===== src/hw/rtl/vdft_pkg.sv =====
// ----------------------------------------------------------------------------
// vdft_pkg
// Types, constants and the key hash shared by the vertex welding blocks.
// ----------------------------------------------------------------------------
package vdft_pkg;

  localparam int unsigned IdxW           = 14;
  localparam int unsigned VtxW           = 15;
  localparam int unsigned KeyW           = 44;
  localparam int unsigned VertexCapacity = 32768;
  localparam int unsigned VtxCntW        = 16;
  localparam int unsigned IndexCapacity  = 65536;
  localparam int unsigned EmitW          = 17;
  localparam int unsigned FaceCorners    = 16;
  localparam int unsigned FaceCntW       = 5;
  localparam int unsigned HashW          = 16;
  localparam int unsigned HashDepth      = 65536;

  typedef struct packed {
    logic            face_start;
    logic [IdxW-1:0] position_index;
    logic            uv_present;
    logic [IdxW-1:0] uv_index;
    logic            normal_present;
    logic [IdxW-1:0] normal_index;
  } in_t;

  typedef struct packed {
    logic [VtxW-1:0] vertex_index;
    logic            vertex_is_new;
    logic            table_overflow;
    logic            corner_dropped;
    logic            triangle_valid;
    logic [VtxW-1:0] tri_first;
    logic [VtxW-1:0] tri_second;
    logic [VtxW-1:0] tri_third;
  } out_t;

  typedef struct packed {
    logic             face_start;
    logic [KeyW-1:0]  key;
    logic [HashW-1:0] hash;
  } corner_t;

  typedef struct packed {
    logic [VtxW:0] tag;
  } slot_t;

  typedef enum logic [2:0] {
    ST_CLEAR,
    ST_IDLE,
    ST_HCHK,
    ST_KCHK,
    ST_FIN
  } state_e;

  typedef enum logic [1:0] {
    RES_NORMAL,
    RES_FACE_DROP,
    RES_OVERFLOW
  } res_e;

  function automatic logic [HashW-1:0] key_hash(input logic [KeyW-1:0] k);
    key_hash = k[15:0] ^ k[31:16] ^ {k[43:32], k[43:40]} ^ {k[7:0], k[15:8]};
  endfunction

endpackage


===== src/hw/rtl/vdft_front.sv =====
// ----------------------------------------------------------------------------
// vdft_front
// Accepts corners, forms the welding key and its hash, queues two deep.
// ----------------------------------------------------------------------------
module vdft_front (
  input  logic             clk_i,
  input  logic             rst_ni,
  input  logic             in_valid_i,
  output logic             in_ready_o,
  input  vdft_pkg::in_t    in_data_i,
  output logic             q_valid_o,
  output vdft_pkg::corner_t q_data_o,
  input  logic             q_pop_i
);
  import vdft_pkg::*;

  corner_t     buf_q [2];
  logic        wr_ptr_q, rd_ptr_q;
  logic [1:0]  cnt_q;
  logic        push;
  logic        pop;
  logic [KeyW-1:0] key;
  corner_t     ent;

  always_comb begin
    key = {in_data_i.position_index,
           in_data_i.uv_present,
           in_data_i.uv_present ? in_data_i.uv_index : IdxW'(0),
           in_data_i.normal_present,
           in_data_i.normal_present ? in_data_i.normal_index : IdxW'(0)};
    ent.face_start = in_data_i.face_start;
    ent.key        = key;
    ent.hash       = key_hash(key);
  end

  assign in_ready_o = (cnt_q != 2'd2);
  assign push       = in_valid_i && in_ready_o;
  assign q_valid_o  = (cnt_q != 2'd0);
  assign pop        = q_pop_i && q_valid_o;
  assign q_data_o   = buf_q[rd_ptr_q];

  always_ff @(posedge clk_i or negedge rst_ni) begin
    if (!rst_ni) begin
      wr_ptr_q <= 1'b0;
      rd_ptr_q <= 1'b0;
      cnt_q    <= 2'd0;
    end else begin
      if (push) wr_ptr_q <= ~wr_ptr_q;
      if (pop) rd_ptr_q <= ~rd_ptr_q;
      cnt_q <= cnt_q + {1'b0, push} - {1'b0, pop};
    end
  end

  always_ff @(posedge clk_i) begin
    if (push) buf_q[wr_ptr_q] <= ent;
  end

endmodule


===== config.mk =====
export PLATFORM = sky130hd
export DESIGN_NAME = vdft_front
export DESIGN_NICKNAME = d
export VERILOG_FILES = /design/src/hw/rtl/vdft_pkg.sv /design/src/hw/rtl/vdft_front.sv
export SDC_FILE = /design/constraint.sdc
export NUM_CORES = 1
export LEC_CHECK = 0
export BUFFER_PORTS_ARGS = -buffer_cell sky130_fd_sc_hd__buf_2
export CAP_MARGIN = 20
export CORE_MARGIN = 2
export CORE_UTILIZATION = 31
export CTS_CLUSTER_DIAMETER = 200
export DETAILED_ROUTE_END_ITERATION = 8
export PLACE_DENSITY = 0.6
export SLEW_MARGIN = 20
export SYNTH_ARGS = -nofsm -noshare
export SYNTH_HDL_FRONTEND = slang
export SYNTH_SLANG_ARGS = --single-unit

===== constraint.sdc =====
create_clock -name clk_i -period 4.5 [get_ports clk_i]
set_input_delay 0.9 -clock clk_i [delete_from_list [all_inputs] [get_ports clk_i]]
set_output_delay 0.9 -clock clk_i [all_outputs]
set_load 0.05 [all_outputs]

==> impl_summary.log, run 1 <==
INFO  metric run_status = complete, no violations
INFO  metric multi_input_area = 1380 sq um
INFO  metric remaining_drc_errors = 0
INFO  metric detailed_place_hpwl = 6250 um
INFO  metric ir_drop_worst_case_vdd = 0.000511 V
INFO  metric coreArea = 16,500 sq um
INFO  metric syn-cell-area = 5190 sq um
INFO  metric clock-root-buffer = clkbuf_16
INFO  metric synthArstFlopShare = 0.0317
INFO  metric synth-seq-area-share = 0.725
INFO  metric layout.area.seq = 3760 sq um
INFO  metric grt_pass1_wl = 15,700 um
INFO  metric timing.setup.critical_path_class = flip-flop to output port
INFO  metric path_cells = buf_4 > mux2_2 > buf_2
INFO  metric grt.overflow.total = 0
INFO  metric worst_hold_slack = 0.286 ns
INFO  metric die-area = 17,800 sq um
INFO  metric final_core_util = 0.398
INFO  metric cp_slowest_stage_delay = 0.65 ns
INFO  metric grt_setup_unrepaired = no
INFO  metric routedWlPerCell = 15.6 um
INFO  metric layout.filler_cells = 1,538
INFO  metric post-synth-top-count-cell = edfxtp_1
INFO  metric slew_headroom = 0.408
INFO  metric worst-endpoint-required = 3.60 ns
INFO  metric power_leakage = 2.43 nW
INFO  metric worst-path-max-fanout = 62
INFO  metric clk-insertion-delay-late = 0.41 ns
INFO  metric cts_tree = done
INFO  metric max-cap-violations = 0
INFO  metric fin_worst_skew = 0.0167 ns
INFO  metric ys_ff_latch = 126
INFO  metric synth_largest_type_area_fraction = 0.705
INFO  metric timing.critical_path.max_delay_family = buffers and inverters
INFO  metric cell_types_occupying_the_most_area_after_synthesis = edfxtp_1, mux2_2, xnor2_1
INFO  metric antenna_found_initial = 0
INFO  metric route.vias.total = 2,717
INFO  metric count_of_mapped_cells_out_of_synthesis = 287
INFO  metric ioPinCount = 112
INFO  metric final_net_count = 460
INFO  metric final_weighted_congestion_in_routability_driven_placement = 0.712
INFO  metric die_w = 133 um
INFO  metric cts-hold-fix-buffers = 0
INFO  metric drt.antenna.violating_nets = 0
INFO  metric report.final.slew_viol_count = 0
INFO  metric routed_wire_length = 9990 um
INFO  metric tritoncts.num_buffers = 17
INFO  metric crit_path_start_kind = flip-flop
INFO  metric effective_utilization_at_floorplan = 0.315
INFO  metric finalCriticalPeriod = 3.00 ns
INFO  metric setup.worst_path.end_class = output port
INFO  metric cts.clk_slew.worst_paths = 0.05 ns
INFO  metric via_per_inst = 4.23
INFO  metric dieHeight = 133 um
INFO  metric ys_types = 20
INFO  metric max_clock_freq = 334 MHz
INFO  metric synth_fp_nets = 338
INFO  metric vias_in_the_first_global_route = 2,957
INFO  metric buffer_ports.inserted = 111
INFO  metric post_cts.repair.setup_buffers = 0
INFO  metric timing.hold.worst.class = input port to async pin
INFO  metric ys_top_cells_by_count = edfxtp_1, mux2_2, xnor2_1
INFO  metric first_pass_iters = 4
INFO  metric synth_edf_count = 122
INFO  metric ys.warnings.count = 0
INFO  metric synth_flop_cell = edfxtp_1
INFO  metric timing.critical_path.arrival = 2.10 ns
INFO  metric synth_largest_area_cell = edfxtp_1
INFO  metric crit_slowest_cell = buf_4
INFO  metric cts_htree_levels = 4
INFO  metric std_cell_rows = 47
INFO  metric drive_gt1_frac = 0.508
INFO  metric maximum_number_of_pins_on_one_net_before_global_route_repair = 63
INFO  metric postSynthAreaPerCell = 18.1 sq um
INFO  metric finalHoldViolations = 0
INFO  metric critPathBufInv = 2
INFO  metric grt_usage = 0.119
INFO  metric max-clock-path-buffers = 2
INFO  metric power_density = 762 nW/um^2
INFO  metric dr.first_iter.drc_count = 113
INFO  metric setup_viol_count_final = 0
INFO  metric totalPowerFinal = 5.00 mW
INFO  metric areaGrowthSynthToFinish = 26.3%
INFO  metric finalCritPeriodShare = 0.666
INFO  metric finalSetupTns = 0 ns
INFO  metric postCtsResizedCells = 0
INFO  metric clkSinkCount = 126
INFO  metric slew_at_the_pin_with_the_worst_max_slew_slack = 0.888 ns
[area by class of cell]
type,instances,area share
Clock inverter,10,0.0185
Multi-Input combinational cell,149,0.210
Sequential cell,126,0.574
Tap cell,220,0.0420
Timing Repair Buffer,113,0.0870
Inverter,2,0.00114
Antenna cell,1,0.000382
Clock buffer,21,0.0672
[metal layers]
layer | part of all wire | vias to the layer above | GRT usage
li1 | - | 1304 | -
met1 | 0.43 | 1329 | 0.135
met2 | 0.51 | 77 | 0.204
met3 | 0.054 | 7 | 0.0453
met4 | 0.011 | 0 | 0.0461
met5 | 0 | - | 0
[stage by stage]
| stage | std cells | instance area, sq um | setup WS, ns |
|---|---|---|---|
| 3_5_place_dp | 610 | 5990 | 1.90 |
| 6_report | 642 | 6560 | 1.50 |
| 2_1_floorplan | 287 | 5190 | 0.444 |
| 4_1_cts | 641 | 6560 | 1.45 |
| 3_3_place_gp | 610 | 5990 | 1.92 |
| 5_1_grt | 641 | 6560 | 1.40 |
[worst reg2reg max path, cell delays in order, from the launching register on]
cell and delay [ns]:
dfrtp_1 0.40, nand2b_1 0.12, nand2_1 0.15, nor2_4 0.10
buf_4 0.67
[placed cells by master (no fill, tap or decap)]
master | Yosys | layout
and2_2 | 7 | 7
nand2b_1 | 1 | 1
and2_4 | 7 | 7
buf_2 | 6 | 111
mux2_2 | 61 | 61
and3_4 | 0 | 1
clkinvlp_4 | 0 | 1
nor2_4 | 0 | 1
and2_1 | 14 | 14
buf_4 | 2 | 2
ha_1 | 2 | 2
clkinv_2 | 0 | 1
edfxtp_1 | 122 | 122
clkinv_1 | 0 | 5
nand2_1 | 9 | 9
clkbuf_1 | 1 | 4
dfrtp_2 | 0 | 1
xor2_1 | 20 | 20
bufinv_16 | 0 | 3
diode_2 | 0 | 1
dfrtp_1 | 4 | 3
and2b_1 | 1 | 1
clkbuf_16 | 0 | 17
or2_2 | 1 | 1
xnor2_1 | 24 | 24
inv_1 | 2 | 2
[state kept, by name, indices dropped and copies added (netlist names)]
register	count
buf_q	122
cnt_q	2
rd_ptr_q	1
wr_ptr_q	1
[power by group]
part | internal (mW) | switching, mW | total, mW | leakage [nW]
logic | 0.533 | 1.45 | 1.98 | 0.968
clock network | 0.856 | 0.465 | 1.32 | 0.269
registers | 1.64 | 0.0632 | 1.70 | 1.19
total | 3.03 | 1.97 | 5.00 | 2.43
[logic make-up (layout without fill, tap and decap cells)]
kind of cell | Yosys count | after routing | share of synthesized area
flops | 126 | 126 | 0.725
simple gates | 42 | 42 | 0.0511
xor+xnor | 44 | 44 | 0.0742
buf+inv | 12 | 146 | 0.0130
fa+ha+maj | 2 | 2 | 0.00482
mux | 61 | 61 | 0.132
other cells | 0 | 1 | 0
[final timing paths]
check | from | to | slack, ns | cells past startpoint
max | rd_ptr_q$_DFFE_PN0P_ | q_data_o[32] | 1.50 | 3
min | rst_ni | wr_ptr_q$_DFFE_PN0N_ | 0.29 | 1
max reg2reg | cnt_q[1]$_DFF_PN0_ | buf_q[0][31]$_DFFE_PP_ | 2.63 | 4
min reg2reg | cnt_q[0]$_DFF_PN0_ | cnt_q[0]$_DFF_PN0_ | 0.52 | 1
max in group asynchronous | rst_ni | rd_ptr_q$_DFFE_PN0P_ | 4.08 | 1
min in group clk_i | cnt_q[0]$_DFF_PN0_ | cnt_q[0]$_DFF_PN0_ | 0.52 | 1
No activity file was read; power rests on OpenSTA's default activity.
==> run 2: changes to the inputs <==
==> constraint.sdc (replaced) <==
create_clock -name clk_i -period 2.82 [get_ports clk_i]
set_input_delay 0.564 -clock clk_i [delete_from_list [all_inputs] [get_ports clk_i]]
set_output_delay 0.564 -clock clk_i [all_outputs]
set_load 0.05 [all_outputs]
==> run 2 against run 1 <==
Compared with the run above:
- worst setup slack got worse by 1.0 ns
- first-iteration DRC count rose by 8.8%
- cell count rose by 0.47%
- routed wire length rose by 2.3%
- core utilization rose by 0.40 points
- clock skew fell by 0.0079 ns
- clock-buffer cell count fell by 2
- hold slack improved by 0.065 ns
- critical endpoint is now q_data_o[12]
- largest cell class unchanged
- highest routed layer unchanged
==> impl_summary.log, run 2 (synthesis results as in run 1) <==
INFO  metric run_status = complete, no violations
INFO  metric areaGrowthSynthToFinish = 27.5%
INFO  metric buffer_ports.inserted = 111
INFO  metric grt_use_met1 = 0.148
INFO  metric timing.critical_path.max_delay_family = buffers and inverters
INFO  metric timing.critical_path.arrival = 1.80 ns
INFO  metric p_sw_frac = 0.397
INFO  metric report.final.slew_viol_count = 0
INFO  metric first_pass_iters = 4
INFO  metric worst_hold_slack = 0.351 ns
INFO  metric biggestRegsByFlops = buf_q: 122 flops, cnt_q: 2 flops
INFO  metric critPathBufInv = 2
INFO  metric vias_in_the_first_global_route = 3,025
INFO  metric dr.first_iter.drc_count = 123
INFO  metric cts_htree_levels = 4
INFO  metric clock-root-buffer = clkbuf_16
INFO  metric power_leakage = 2.45 nW
INFO  metric drt.antenna.violating_nets = 0
INFO  metric slew_headroom = 0.689
INFO  metric detailed_place_hpwl = 6600 um
INFO  metric timing.setup.critical_path_class = flip-flop to output port
INFO  metric final_weighted_congestion_in_routability_driven_placement = 0.703
INFO  metric cp_slowest_stage_delay = 0.41 ns
INFO  metric crit_path_start_kind = flip-flop
INFO  metric grt_pass1_wl = 16,200 um
INFO  metric ir_drop_worst_case_vdd = 0.000677 V
INFO  metric r2r_setup_slack = 1.04 ns
INFO  metric remaining_drc_errors = 0
INFO  metric finalCritPeriodShare = 0.838
INFO  metric grt_usage = 0.122
INFO  metric setup.worst_path.end_class = output port
INFO  metric grt_util_met2 = 0.204
INFO  metric p_int = 4.86 mW
INFO  metric crit_slowest_cell = mux2_2
INFO  metric power_density = 1220 nW/um^2
INFO  metric largest-register = buf_q
INFO  metric worst-endpoint-required = 2.26 ns
INFO  metric max-clock-path-buffers = 2
INFO  metric die-area = 17,800 sq um
INFO  metric max_clock_freq = 423 MHz
INFO  metric final_net_count = 463
INFO  metric p_switching = 3.20 mW
INFO  metric maximum_number_of_pins_on_one_net_before_global_route_repair = 62
INFO  metric antenna_found_initial = 0
INFO  metric ioPinCount = 112
INFO  metric route.vias.total = 2,765
INFO  metric final_common_cell = edfxtp_1
INFO  metric clock_power_share = 0.267
INFO  metric max-cap-violations = 0
INFO  metric clkSinkCount = 126
INFO  metric clk-insertion-delay-late = 0.42 ns
INFO  metric via_per_inst = 4.29
INFO  metric finalHoldViolations = 0
INFO  metric postCtsResizedCells = 0
INFO  metric antenna_cells_inserted = 0
INFO  metric fin_worst_skew = 0.00882 ns
INFO  metric layout.filler_cells = 1,561
INFO  metric tritoncts.num_buffers = 17
INFO  metric grt_setup_unrepaired = no
INFO  metric coreArea = 16,500 sq um
INFO  metric slew_at_the_pin_with_the_worst_max_slew_slack = 0.466 ns
INFO  metric routed_wire_length = 10,200 um
INFO  metric finalCriticalPeriod = 2.36 ns
INFO  metric pwr-share-comb = 0.397
INFO  metric drive_gt1_frac = 0.522
INFO  metric path_cells = buf_4 > mux2_2 > buf_2
INFO  metric final_core_util = 0.402
INFO  metric sequentialPowerShare = 0.335
INFO  metric die_w = 133 um
INFO  metric grt.overflow.total = 0
INFO  metric timing.hold.worst.class = input port to flip-flop
INFO  metric routedWlPerCell = 15.8 um
INFO  metric global_route.usage.met3 = 0.0403
INFO  metric std_cell_rows = 47
INFO  metric cts.clk_slew.worst_paths = 0.06 ns
INFO  metric setup_viol_count_final = 0
INFO  metric effective_utilization_at_floorplan = 0.315
INFO  metric totalPowerFinal = 8.07 mW
INFO  metric cts_tree = done
INFO  metric largest_register_ff_count = 122
INFO  metric finalSetupTns = 0 ns
INFO  metric dieHeight = 133 um
INFO  metric worst-path-max-fanout = 33
INFO  metric most_frequent_cells_in_the_layout = edfxtp_1, buf_2, mux2_2
INFO  metric globalRoute.busiestLayer = met2
run 2: final timing paths:
path                                      start                      to  cells past startpoint
min reg2reg                  cnt_q[0]$_DFF_PN0_      cnt_q[0]$_DFF_PN0_                      1
max in group asynchronous                rst_ni    rd_ptr_q$_DFFE_PN0P_                      2
min                               in_data_i[44]  buf_q[0][60]$_DFFE_PP_                      1
max reg2reg                  cnt_q[1]$_DFF_PN0_      cnt_q[1]$_DFF_PN0_                      7
max                        rd_ptr_q$_DFFE_PN0P_            q_data_o[12]                      3
min in group asynchronous                rst_ni    rd_ptr_q$_DFFE_PN0P_                      2
run 2: timing repair:
action / in CTS / in global routing
setup buffers: 0 / 0
hold buffers: 1 / 0
hold endpoints to repair: 4 / 0
run 2: layer usage:
layer	wire length, um	share of wire	up-vias
li1	-	-	1310
met4	110	0.011	0
met3	430	0.042	11
met1	4520	0.44	1374
met2	5150	0.50	70
met5	0	0	-
run 2: layout make-up:
cell class	instances	area, sq um	area share
tap	220	275	0.0416
multi-input combinational	149	1380	0.208
clock buffer	19	433	0.0654
timing repair buffer	116	621	0.0937
inverter	2	7.51	0.00113
sequential	126	3760	0.568
clock inverter	13	148	0.0223
run 2: metrics by stage:
step	cell area, sq um	instances	setup WS (ns)
2_1_floorplan	5200	287	0.0119
3_3_place_gp	6030	612	0.879
3_5_place_dp	6030	612	0.860
4_1_cts	6620	645	0.399
5_1_grt	6620	645	0.366
6_report	6620	645	0.455
run 2: power by group through the flow:
stage	clock network, mW	logic (mW)	registers (mW)
after floorplan	0	2.55	2.72
after global placement	0	3.24	2.73
after detailed placement	0	3.25	2.75
after CTS	2.21	3.27	2.71
after global routing	2.29	3.39	2.75
final	2.16	3.20	2.71
==> run 3: changes to the inputs <==
==> constraint.sdc (replaced) <==
create_clock -name clk_i -period 2.3 [get_ports clk_i]
set_input_delay 0.46 -clock clk_i [delete_from_list [all_inputs] [get_ports clk_i]]
set_output_delay 0.46 -clock clk_i [all_outputs]
set_load 0.05 [all_outputs]
==> run 3 against run 2 <==
Compared with the run above:
- die area stayed put
- sequential power up 23%
- sequential cell count is the same
- critical path type unchanged
- clock-buffer cell count grew 7
- routed wire length down 1.0%
- hold slack got worse by 0.10 ns
- clock skew increased by 0.00077 ns
- critical endpoint is now q_data_o[33]
==> impl_summary.log, run 3 (synthesis results as in run 1) <==
INFO  metric dieHeight = 133 um
INFO  metric post_placement_cell_area = 6050 sq um
INFO  metric crit_path_start_kind = flip-flop
INFO  metric antenna_found_initial = 1
INFO  metric dr.first_iter.drc_count = 139
INFO  metric setup_viol_count_final = 0
INFO  metric clkSinkCount = 126
INFO  metric effective_utilization_at_floorplan = 0.315
INFO  metric ioPinCount = 112
INFO  metric vias_in_the_first_global_route = 2,991
INFO  metric max_clock_freq = 452 MHz
INFO  metric worst-path-max-fanout = 24
INFO  metric max-clock-path-buffers = 2
INFO  metric std_cell_rows = 47
INFO  metric final_weighted_congestion_in_routability_driven_placement = 0.688
INFO  metric hold-path-endpoint = buf_q[1][60]$_DFFE_PP_
INFO  metric first_pass_iters = 4
INFO  metric grt.overflow.total = 0
INFO  metric remaining_drc_errors = 0
INFO  metric drt.antenna.violating_nets = 0
INFO  metric tritoncts.num_buffers = 17
INFO  metric antenna_cells_inserted = 0
INFO  metric most_frequent_cells_in_the_layout = edfxtp_1, buf_2, mux2_2
INFO  metric final_common_cell = edfxtp_1
INFO  metric clock_power_share = 0.249
INFO  metric routed_wire_length = 10,100 um
INFO  metric p_sw_frac = 0.400
INFO  metric finalCriticalPeriod = 2.21 ns
INFO  metric clock-root-buffer = clkbuf_16
INFO  metric buffer_ports.inserted = 111
INFO  metric final_core_util = 0.401
INFO  metric layout.area.seq = 3760 sq um
INFO  metric largest-register = buf_q
INFO  metric maximum_number_of_pins_on_one_net_before_global_route_repair = 62
INFO  metric hold_path.startpoint = in_data_i[44]
INFO  metric routedWlPerCell = 15.7 um
INFO  metric slew_headroom = 0.718
INFO  metric grt_pass1_wl = 15,600 um
INFO  metric cts_htree_levels = 4
INFO  metric setup.worst_path.end_class = output port
INFO  metric reg2regPathDepth = 7
INFO  metric coreArea = 16,500 sq um
INFO  metric timing.hold.worst.class = input port to flip-flop
INFO  metric detailed_place_hpwl = 6530 um
INFO  metric post_cts.repair.setup_buffers = 0
INFO  metric power_leakage = 2.45 nW
INFO  metric power_density = 1470 nW/um^2
INFO  metric dpl_worst_slack = 0.512 ns
INFO  metric worstHoldPathCells = 1
INFO  metric die-area = 17,800 sq um
INFO  metric fin_worst_skew = 0.00959 ns
INFO  metric route.vias.total = 2,783
INFO  metric layout.filler_cells = 1,566
INFO  metric report.final.slew_viol_count = 0
INFO  metric slew_at_the_pin_with_the_worst_max_slew_slack = 0.422 ns
INFO  metric grt_setup_unrepaired = no
INFO  metric final_net_count = 463
INFO  metric timing.critical_path.arrival = 1.75 ns
INFO  metric max-cap-violations = 0
INFO  metric finish.instance_area = 6600 sq um
INFO  metric p_switching = 3.89 mW
INFO  metric pwr-share-comb = 0.408
INFO  metric finalSetupTns = 0 ns
INFO  metric reg2reg_launch_point = cnt_q[1]$_DFF_PN0_
INFO  metric postCtsResizedCells = 0
INFO  metric cts_tree = done
INFO  metric via_per_inst = 4.31
INFO  metric areaGrowthSynthToFinish = 27.1%
INFO  metric biggestRegsByFlops = buf_q: 122 flops, cnt_q: 2 flops
INFO  metric ir_drop_worst_case_vdd = 0.000692 V
INFO  metric reg2reg_to = cnt_q[1]$_DFF_PN0_
INFO  metric cts.clk_slew.worst_paths = 0.05 ns
INFO  metric clk-insertion-delay-late = 0.41 ns
INFO  metric run_status = complete, no violations
INFO  metric largest_register_ff_count = 122
INFO  metric die_w = 133 um
INFO  metric grt_usage = 0.119
INFO  metric r2r_setup_slack = 0.52 ns
INFO  metric timing.setup.critical_path_class = flip-flop to output port
INFO  metric finalHoldViolations = 0
INFO  metric p_int = 5.82 mW
INFO  metric finalCritPeriodShare = 0.962
INFO  metric fin_ws = 0.0871 ns
INFO  metric worst-endpoint-required = 1.84 ns
INFO  metric drive_gt1_frac = 0.525
INFO  metric multi_input_area = 1380 sq um
INFO  metric sequentialPowerShare = 0.342
-- run 3: per-stage QoR --
step	std cells	hold WS (ns)	power, mW
after floorplan	287	0.164	6.47
after global placement	612	0.272	7.36
after detailed placement	612	0.272	7.40
after CTS	645	0.220	9.87
after global routing	645	0.231	10.1
final	645	0.250	9.71
-- run 3: layout make-up --
class,count,share of cell area
Timing Repair Buffer,116,0.0959
Sequential cell,126,0.570
Tap cell,220,0.0417
Clock inverter,6,0.00531
Clock buffer,26,0.0771
Multi-Input combinational cell,149,0.209
Inverter,2,0.00114
-- run 3: repair_timing --
action,CTS,global route
hold endpoints to repair,4,0
setup endpoints to repair,0,0
hold buffers,1,0
-- run 3: power by group through the flow --
stage | clock (mW) | sequential [mW] | combinational, mW
floorplan | 0 | 3.33 | 3.14
global placement | 0 | 3.35 | 4.02
detailed placement | 0 | 3.37 | 4.03
CTS | 2.49 | 3.33 | 4.04
global route | 2.59 | 3.37 | 4.18
finish | 2.42 | 3.32 | 3.96
-- run 3: worst max-delay path by stage --
stage / from / cells after the start / slack (ns) / to
2_1_floorplan: cnt_q[1]$_DFF_PN0_ / 3 / 0.11 / buf_q[0][0]$_DFFE_PP_
3_3_place_gp: rd_ptr_q$_DFFE_PN0P_ / 3 / 0.53 / q_data_o[33]
3_5_place_dp: cnt_q[1]$_DFF_PN0_ / 7 / 0.51 / cnt_q[1]$_DFF_PN0_
4_1_cts: rd_ptr_q$_DFFE_PN0P_ / 3 / 0.05 / q_data_o[33]
5_1_grt: rd_ptr_q$_DFFE_PN0P_ / 3 / 0.02 / q_data_o[44]
6_report: rd_ptr_q$_DFFE_PN0P_ / 3 / 0.09 / q_data_o[33]
-- run 3: worst max-delay path: stages, from the launching register on --
cell and delay, ns:
dfrtp_2 0.39, buf_4 0.32, mux2_2 0.40, buf_2 0.22
-- run 3: metal layers --
metal | vias to the layer above | track usage | part of all wire
li1 | 1306 | - | -
met5 | - | 0 | 0
met1 | 1389 | 0.133 | 0.42
met4 | 0 | 0.0455 | 0.015
met3 | 14 | 0.0445 | 0.052
met2 | 74 | 0.205 | 0.51
